$ cat src/sv/u8cbc_pkg.sv
`default_nettype none

package u8cbc_pkg;

  localparam int unsigned MAX_STRING_BYTES_DEF = 255;
  localparam int unsigned COUNT_W = 8;
  localparam int unsigned PEND_W = 3;
  localparam logic [COUNT_W-1:0] COUNT_TOP = 8'hFF;
  localparam logic [7:0] LEAD_MASK = 8'h80;
  localparam int unsigned MAX_SEQ_LEN = 7;

  // running per-string state
  typedef struct packed {
    logic [PEND_W-1:0]  pend;
    logic [COUNT_W-1:0] pos;
    logic [COUNT_W-1:0] chars;
    logic [COUNT_W-1:0] leads;
    logic               err;
  } state_t;

  // one result item
  typedef struct packed {
    logic               char_start;
    logic [COUNT_W-1:0] char_index;
    logic [COUNT_W-1:0] byte_offset;
    logic               encoding_error;
    logic               string_done;
    logic [COUNT_W-1:0] char_length;
    logic [COUNT_W-1:0] multibyte_count;
  } res_t;

  function automatic logic [COUNT_W-1:0] sat_inc(input logic [COUNT_W-1:0] v,
                                                 input logic [COUNT_W-1:0] top);
    sat_inc = (v >= top) ? top : v + 1'b1;
  endfunction

endpackage

`default_nettype wire

$ cat src/sv/u8cbc_if.sv
`default_nettype none

interface u8cbc_in_if;
  logic       valid;
  logic       ready;
  logic [7:0] data_byte;
  logic       last_byte;

  modport source (output valid, output data_byte, output last_byte, input ready);
  modport sink (input valid, input data_byte, input last_byte, output ready);
endinterface

interface u8cbc_out_if;
  logic       valid;
  logic       ready;
  logic       char_start;
  logic [7:0] char_index;
  logic [7:0] byte_offset;
  logic       encoding_error;
  logic       string_done;
  logic [7:0] char_length;
  logic [7:0] multibyte_count;

  modport source (output valid, output char_start, output char_index, output byte_offset,
                  output encoding_error, output string_done, output char_length,
                  output multibyte_count, input ready);
  modport sink (input valid, input char_start, input char_index, input byte_offset,
                input encoding_error, input string_done, input char_length,
                input multibyte_count, output ready);
endinterface

`default_nettype wire

$ cat src/sv/utf8_char_boundary_checker_core.sv
`default_nettype none

// utf8 character boundary checker. bytes of a string enter one per item on in_ch,
// last_byte marking the final byte; each byte yields exactly one result item on
// out_ch saying whether it opens a character, the index of its character and its
// byte offset. a byte with bit 7 set opens a sequence whose length is its count of
// leading ones (capped at 7); the bytes it claims must have bit 7 set, else a
// sticky encoding_error rises, as it does when the last byte leaves a sequence
// open. zero bytes are not counted. char_length and multibyte_count read 0 while
// the error is up, and all counters saturate at 255 (byte_offset at
// MAX_STRING_BYTES). state clears after the last byte. timing: an item waits in
// the input register, the per-byte logic and state update act on it there, and
// the result lands in the output register; the block takes one byte every cycle
// while out_ch keeps up, the loop that sets this rate being the state update
// between successive bytes.
module utf8_char_boundary_checker_core #(
  parameter int unsigned MAX_STRING_BYTES = u8cbc_pkg::MAX_STRING_BYTES_DEF
) (
  input  logic clk,
  input  logic rst,
  u8cbc_in_if.sink    in_ch,
  u8cbc_out_if.source out_ch
);
  import u8cbc_pkg::*;

  // input register
  logic       in_vld;
  logic [7:0] in_data;
  logic       in_last;

  // result register
  logic out_vld;
  res_t out_res;

  // per-string running state
  state_t st;
  state_t st_next;
  res_t   res_next;

  logic out_free;
  logic step_fire;
  logic in_fire;

  assign out_free  = !out_vld || out_ch.ready;
  assign step_fire = in_vld && out_free;
  // input register frees as its item moves on, so a byte can follow every cycle
  assign in_ch.ready = !in_vld || out_free;
  assign in_fire     = in_ch.valid && in_ch.ready;

  u8cbc_step #(
    .MAX_STRING_BYTES(MAX_STRING_BYTES)
  ) u_step (
    .cur      (st),
    .data_byte(in_data),
    .last_byte(in_last),
    .nxt      (st_next),
    .res      (res_next)
  );

  always_ff @(posedge clk) begin
    if (rst) begin
      in_vld  <= 1'b0;
      out_vld <= 1'b0;
      st      <= '0;
    end else begin
      if (in_fire) begin
        in_vld <= 1'b1;
      end else if (step_fire) begin
        in_vld <= 1'b0;
      end
      if (step_fire) begin
        out_vld <= 1'b1;
        st      <= st_next;
      end else if (out_ch.ready) begin
        out_vld <= 1'b0;
      end
    end
  end

  // payload registers, no reset needed
  always_ff @(posedge clk) begin
    if (in_fire) begin
      in_data <= in_ch.data_byte;
      in_last <= in_ch.last_byte;
    end
    if (step_fire) begin
      out_res <= res_next;
    end
  end

  assign out_ch.valid           = out_vld;
  assign out_ch.char_start      = out_res.char_start;
  assign out_ch.char_index      = out_res.char_index;
  assign out_ch.byte_offset     = out_res.byte_offset;
  assign out_ch.encoding_error  = out_res.encoding_error;
  assign out_ch.string_done     = out_res.string_done;
  assign out_ch.char_length     = out_res.char_length;
  assign out_ch.multibyte_count = out_res.multibyte_count;

  // the final byte of a string leaves the state fully cleared
  a_clear_after_last: assert property (@(posedge clk) disable iff (rst)
    (step_fire && in_last) |=> (st == '0))
    else $error("state not cleared after last byte");

  // every lead byte is also a counted character
  a_leads_le_chars: assert property (@(posedge clk) disable iff (rst)
    st.leads <= st.chars)
    else $error("lead count exceeds character count");

  // a byte claimed by an open sequence never starts a character
  a_cont_no_start: assert property (@(posedge clk) disable iff (rst)
    (step_fire && st.pend != '0) |=> !out_res.char_start)
    else $error("continuation byte flagged as character start");

  // an item waiting in the input register moves on as soon as the output frees
  a_no_bubble: assert property (@(posedge clk) disable iff (rst)
    (in_vld && !out_vld) |=> out_vld)
    else $error("result register idled with a byte waiting");

endmodule

`default_nettype wire

$ cat src/sv/u8cbc_step.sv
`default_nettype none

module u8cbc_step #(
  parameter int unsigned MAX_STRING_BYTES = u8cbc_pkg::MAX_STRING_BYTES_DEF
) (
  input  u8cbc_pkg::state_t cur,
  input  logic [7:0]        data_byte,
  input  logic              last_byte,
  output u8cbc_pkg::state_t nxt,
  output u8cbc_pkg::res_t   res
);
  import u8cbc_pkg::*;

  localparam logic [COUNT_W-1:0] MaxPos = COUNT_W'(MAX_STRING_BYTES);

  logic [PEND_W-1:0] ones_extra;
  logic              run;
  state_t            mid;
  logic              err_out;

  // leading ones after bit 7, bits 6 down to 1, gives the owed continuations
  always_comb begin
    ones_extra = '0;
    run = 1'b1;
    for (int i = 6; i >= 1; i--) begin
      if (run && data_byte[i]) begin
        ones_extra = ones_extra + 1'b1;
      end else begin
        run = 1'b0;
      end
    end
  end

  always_comb begin
    mid = cur;
    res = '0;
    if (cur.pend != '0) begin
      if ((data_byte & LEAD_MASK) == '0) begin
        mid.err = 1'b1;
      end
      mid.pend = cur.pend - 1'b1;
      if (cur.chars == COUNT_TOP) begin
        res.char_index = COUNT_TOP;
      end else if (cur.chars == '0) begin
        res.char_index = '0;
      end else begin
        res.char_index = cur.chars - 1'b1;
      end
    end else if (data_byte[7]) begin
      mid.pend = ones_extra;
      res.char_start = 1'b1;
      res.char_index = cur.chars;
      mid.chars = sat_inc(cur.chars, COUNT_TOP);
      mid.leads = sat_inc(cur.leads, COUNT_TOP);
    end else if (data_byte != '0) begin
      res.char_start = 1'b1;
      res.char_index = cur.chars;
      mid.chars = sat_inc(cur.chars, COUNT_TOP);
    end
    mid.pos = sat_inc(cur.pos, MaxPos);
    if (last_byte && mid.pend != '0) begin
      mid.err = 1'b1;
    end
    err_out = mid.err;

    res.byte_offset     = cur.pos;
    res.encoding_error  = err_out;
    res.string_done     = last_byte;
    res.char_length     = err_out ? '0 : mid.chars;
    res.multibyte_count = err_out ? '0 : mid.leads;

    // string ends: everything starts over
    nxt = last_byte ? '0 : mid;
  end

endmodule

`default_nettype wire

$ cat src/flat_wrapper.sv
// flat-port wrapper written by rule: the top's interface ports become plain ports
module utf8_char_boundary_checker_core_flat import u8cbc_pkg::*;
#(
  parameter int unsigned MAX_STRING_BYTES = u8cbc_pkg::MAX_STRING_BYTES_DEF
)
  (clk, rst, in_ch_valid, in_ch_data_byte, in_ch_last_byte, in_ch_ready, out_ch_valid, out_ch_char_start, out_ch_char_index, out_ch_byte_offset, out_ch_encoding_error, out_ch_string_done, out_ch_char_length, out_ch_multibyte_count, out_ch_ready);
  u8cbc_in_if in_ch_i ();
  u8cbc_out_if out_ch_i ();
  input  logic clk;
  input  logic rst;
  input wire logic [$bits(in_ch_i.valid)-1:0] in_ch_valid;
  input wire logic [$bits(in_ch_i.data_byte)-1:0] in_ch_data_byte;
  input wire logic [$bits(in_ch_i.last_byte)-1:0] in_ch_last_byte;
  output wire logic [$bits(in_ch_i.ready)-1:0] in_ch_ready;
  output wire logic [$bits(out_ch_i.valid)-1:0] out_ch_valid;
  output wire logic [$bits(out_ch_i.char_start)-1:0] out_ch_char_start;
  output wire logic [$bits(out_ch_i.char_index)-1:0] out_ch_char_index;
  output wire logic [$bits(out_ch_i.byte_offset)-1:0] out_ch_byte_offset;
  output wire logic [$bits(out_ch_i.encoding_error)-1:0] out_ch_encoding_error;
  output wire logic [$bits(out_ch_i.string_done)-1:0] out_ch_string_done;
  output wire logic [$bits(out_ch_i.char_length)-1:0] out_ch_char_length;
  output wire logic [$bits(out_ch_i.multibyte_count)-1:0] out_ch_multibyte_count;
  input wire logic [$bits(out_ch_i.ready)-1:0] out_ch_ready;
  assign in_ch_i.valid = in_ch_valid;
  assign in_ch_i.data_byte = in_ch_data_byte;
  assign in_ch_i.last_byte = in_ch_last_byte;
  assign in_ch_ready = in_ch_i.ready;
  assign out_ch_valid = out_ch_i.valid;
  assign out_ch_char_start = out_ch_i.char_start;
  assign out_ch_char_index = out_ch_i.char_index;
  assign out_ch_byte_offset = out_ch_i.byte_offset;
  assign out_ch_encoding_error = out_ch_i.encoding_error;
  assign out_ch_string_done = out_ch_i.string_done;
  assign out_ch_char_length = out_ch_i.char_length;
  assign out_ch_multibyte_count = out_ch_i.multibyte_count;
  assign out_ch_i.ready = out_ch_ready;
  utf8_char_boundary_checker_core #(.MAX_STRING_BYTES(MAX_STRING_BYTES)) u_core (.clk(clk), .rst(rst), .in_ch(in_ch_i), .out_ch(out_ch_i));
endmodule
$ cat config.mk
export PLATFORM = sky130hd
export DESIGN_NAME = utf8_char_boundary_checker_core_flat
export DESIGN_NICKNAME = d
export VERILOG_FILES = /design/src/sv/u8cbc_pkg.sv /design/src/sv/u8cbc_if.sv /design/src/sv/utf8_char_boundary_checker_core.sv /design/src/sv/u8cbc_step.sv /design/src/flat_wrapper.sv
export SDC_FILE = /design/constraint.sdc
export NUM_CORES = 1
export LEC_CHECK = 0
export BUFFER_PORTS_ARGS = -buffer_cell sky130_fd_sc_hd__buf_2
export CORE_AREA = 2 2 92 94
export DETAILED_ROUTE_END_ITERATION = 7
export DIE_AREA = 0 0 94 96
export PLACE_DENSITY = 0.69
export SYNTH_ARGS = -nofsm -noshare
export SYNTH_HDL_FRONTEND = slang
export SYNTH_SLANG_ARGS = --single-unit
$ cat constraint.sdc
create_clock -name clk -period 3.8 [get_ports clk]
set_input_delay 1.14 -clock clk [delete_from_list [all_inputs] [get_ports clk]]
set_output_delay 1.14 -clock clk [all_outputs]
set_load 0.02 [all_outputs]
==> metrics.json <==
{
  "ant_nets": 0,
  "post-dp-hpwl_um": 5340,
  "power.density_nw_per_um2": 385,
  "finalCritPeriodShare": 0.823,
  "dr_total_vias": 3088,
  "globalRoute.totalOverflow": 0,
  "timing.max_cap.violations": 0,
  "synthesis.area_sq_um": 3900,
  "timing.critical_path.from_type": "register",
  "crit_path_max_fanout": 17,
  "timing.slew.headroom": 0.490,
  "vias_per_cell": 5.84,
  "postSynthRegisterBits": 74,
  "ctsLongestPathBuffers": 2,
  "clkSlewWorstSetupHoldPaths_ns": 0.08,
  "postLayoutCoreUtil": 0.543,
  "rr_startpoint": "u_core.in_data[6]",
  "drt_pass1_iterations": 4,
  "ys_async_sr_fraction": 0,
  "num_io_pins": 50,
  "globalRouteTotalUtil": 0.189,
  "layout-area-overhead-vs-synth_pct": 11.9,
  "worst_slew_pin_slew_ns": 0.766,
  "layout-drive-gt1-share": 0.229,
  "maxClockFrequency_mhz": 320,
  "grt_setup_unrepaired": "no",
  "grt_start_max_net_pins": 31,
  "post_cts_resized": 0,
  "crit_type": "reg -> reg",
  "setup.reg_to_reg.worst_slack_ns": 0.67,
  "area_of_the_multi_input_gates_sq_um": 1800,
  "floorplan.initialDensity": 0.485,
  "cts_post_setup_buffers_inserted": 0,
  "total_leakage_power_nw": 1.63,
  "nets": 441,
  "setup_violations": 0,
  "htreeDepth": 3,
  "most_common_library_cell_in_the_layout_ignoring_fill_and_taps": "buf_2",
  "ir_worst_vdd_v": 0.000294,
  "ys.warnings.count": 0,
  "post-synth-top-area-fraction": 0.338,
  "core_area_sq_um": 8050,
  "timing_max_transition_violations_final": 0,
  "dp_cells": 513,
  "postCtsHoldBufs": 0,
  "ys_seq_area_frac": 0.492,
  "regToRegEndpoint": "u_core.out_ch.char_length[6]",
  "cts_made_buffers": 9,
  "fin_tns_setup_ns": 0,
  "clkSinkCount": 74,
  "worst_setup_path_endpoint": "u_core.out_ch.char_length[6]",
  "fp.dieW_um": 94,
  "post_synth_inst_count": 383,
  "num-fill-cells": 729,
  "num_antenna_cells": 0,
  "final.setup_skew_ns": 0.00954,
  "drt-wirelength-per-cell_um": 15.1,
  "row_count": 33,
  "area_used_by_sequential_logic_in_the_layout_sq_um": 1920,
  "syn-mean-instance-area_sq_um": 10.2,
  "grt_pass1_wl_um": 13400,
  "die-height_um": 96,
  "final-instance-count-excl-fill": 529,
  "timing.final.crit_period_ns": 3.13,
  "insertion_delay_ns": 0.35,
  "ys.flop_type": "edfxtp_1",
  "yosysTopAreaCell": "edfxtp_1",
  "die_area_sq_um": 9020,
  "layout.cells.most_common_list": "49 x buf_2, 44 x edfxtp_1, 41 x a21oi_1",
  "synth.net_count": 405,
  "r2r.worst_path.cells": 11,
  "vias_in_the_first_global_route": 2817,
  "cts-root-buf": "clkbuf_8",
  "number_of_antenna_violations_at_the_first_check_in_global_routing": 0,
  "critPathArrivalTime_ns": 3.29,
  "placer_congestion_estimate": 0.800,
  "clock_tree_from_tritoncts": "built",
  "worst_ep_required_time_ns": 3.96,
  "worst_setup_path_end_kind": "register",
  "ys_types": 67,
  "yosys-top-cells-area": "edfxtp_1 34%, dfxtp_1 15%, a21oi_1 5.3%",
  "report.final.hold_viol_count": 0,
  "detail_route.wirelength_um": 8000,
  "io_buffers": 49,
  "hold_class": "reg -> reg",
  "outcome": "completed",
  "drt-initial-drc-count": 231,
  "worst_setup_path_startpoint": "u_core.in_data[6]",
  "route.detailed.drc": 0,
  "synth_edf_count": 44
}
-- how the worst min path moves through the flow --
| stage | startpoint | to | slack, ns | cells past startpoint |
|---|---|---|---|---|
| finish | u_core.st[21] | u_core.out_ch.byte_offset[4] | 0.50 | 0 |
| global route | u_core.st[21] | u_core.out_ch.byte_offset[4] | 0.53 | 0 |
| CTS | u_core.st[24] | u_core.out_ch.byte_offset[7] | 0.49 | 0 |
| detailed placement | u_core.st[24] | u_core.out_ch.byte_offset[7] | 0.47 | 0 |
| global placement | u_core.st[21] | u_core.out_ch.byte_offset[4] | 0.47 | 0 |
| floorplan | u_core.in_last | u_core.out_ch.string_done | 0.42 | 0 |
-- synth_stat cells, types with 3 or more instances --
library cell / instances
nand2b_1: 7
nand2_1: 22
o21ai_0: 9
nor2_1: 31
inv_1: 10
nand3_1: 11
nor2b_1: 6
nor4_1: 3
clkbuf_1: 16
a211oi_1: 6
and3_1: 6
o21a_1: 6
dfxtp_1: 30
a21oi_1: 41
o21ai_1: 4
nor3_2: 7
nand4_1: 3
nor3_1: 19
edfxtp_1: 44
a41oi_1: 4
and4_1: 3
a31oi_1: 10
a22oi_1: 3
a21o_1: 6
xnor2_1: 3
buf_2: 7
and2_1: 5
ha_1: 9
nand4b_1: 3
-- logic make-up after synthesis --
family,synth area share
AND/OR/NAND/NOR,0.225
XOR/XNOR,0.00897
multiplexers,0.00961
buffers and inverters,0.0471
AO/OA/AOI/OAI,0.188
flip-flops,0.492
adder cells (fa/ha/maj),0.0288
-- stage by stage --
| step | hold slack (ns) | setup slack (ns) | instance area, sq um | power (mW) |
|---|---|---|---|---|
| after floorplan | 0.424 | 0.738 | 3910 | 1.04 |
| after global placement | 0.467 | 0.819 | 4180 | 1.09 |
| after detailed placement | 0.470 | 0.666 | 4180 | 1.09 |
| after CTS | 0.489 | 0.671 | 4370 | 1.69 |
| after global routing | 0.526 | 0.427 | 4370 | 1.75 |
| final | 0.496 | 0.674 | 4370 | 1.68 |
-- sequential cells by signal, indices dropped and copies added (netlist names) --
register	flops
u_core.out_ch.multibyte_count	8
u_core.out_ch.char_length	8
u_core.out_ch.valid	1
u_core.out_ch.char_start	1
u_core.in_last	1
u_core.in_vld	1
u_core.in_data	8
u_core.out_ch.encoding_error	1
u_core.out_ch.char_index	8
u_core.out_ch.string_done	1
u_core.st	28
u_core.out_ch.byte_offset	8
-- where the power goes --
part / internal, mW / switching, mW / leakage [nW] / total, mW
Combinational: 0.0591 / 0.117 / 0.867 / 0.176
Clock: 0.319 / 0.289 / 0.103 / 0.608
Sequential: 0.878 / 0.0194 / 0.657 / 0.897
-- cell type report --
| class | instances | share of cell area |
|---|---|---|
| clock buffer | 11 | 0.0324 |
| clock inverter | 5 | 0.0123 |
| inverter | 12 | 0.0109 |
| tap | 105 | 0.0301 |
| multi-input combinational | 269 | 0.412 |
| timing repair buffer | 53 | 0.0630 |
| sequential | 74 | 0.440 |
-- critical path, stage by stage, from the launching register on --
cell,delay [ns]
edfxtp_1,0.43
nand2_1,0.19
inv_1,0.08
ha_1,0.31
a21oi_1,0.16
nor2_1,0.07
ha_1,0.24
and2_1,0.17
o211a_1,0.22
o211ai_1,0.30
a41oi_4,0.39
nor4_1,0.38
-- per-layer routing --
metal  global-route usage  routed length (um)  part of all wire  vias to the layer above
li1                     -                   -                 -                     1504
met1                0.253                3690              0.46                     1487
met2                0.292                3740              0.47                       85
met3               0.0579                 457             0.057                       12
met4               0.0664                 116             0.014                        0
met5                    0                   0                 0                        -
Note: power is estimated with default switching activity, not from simulation.
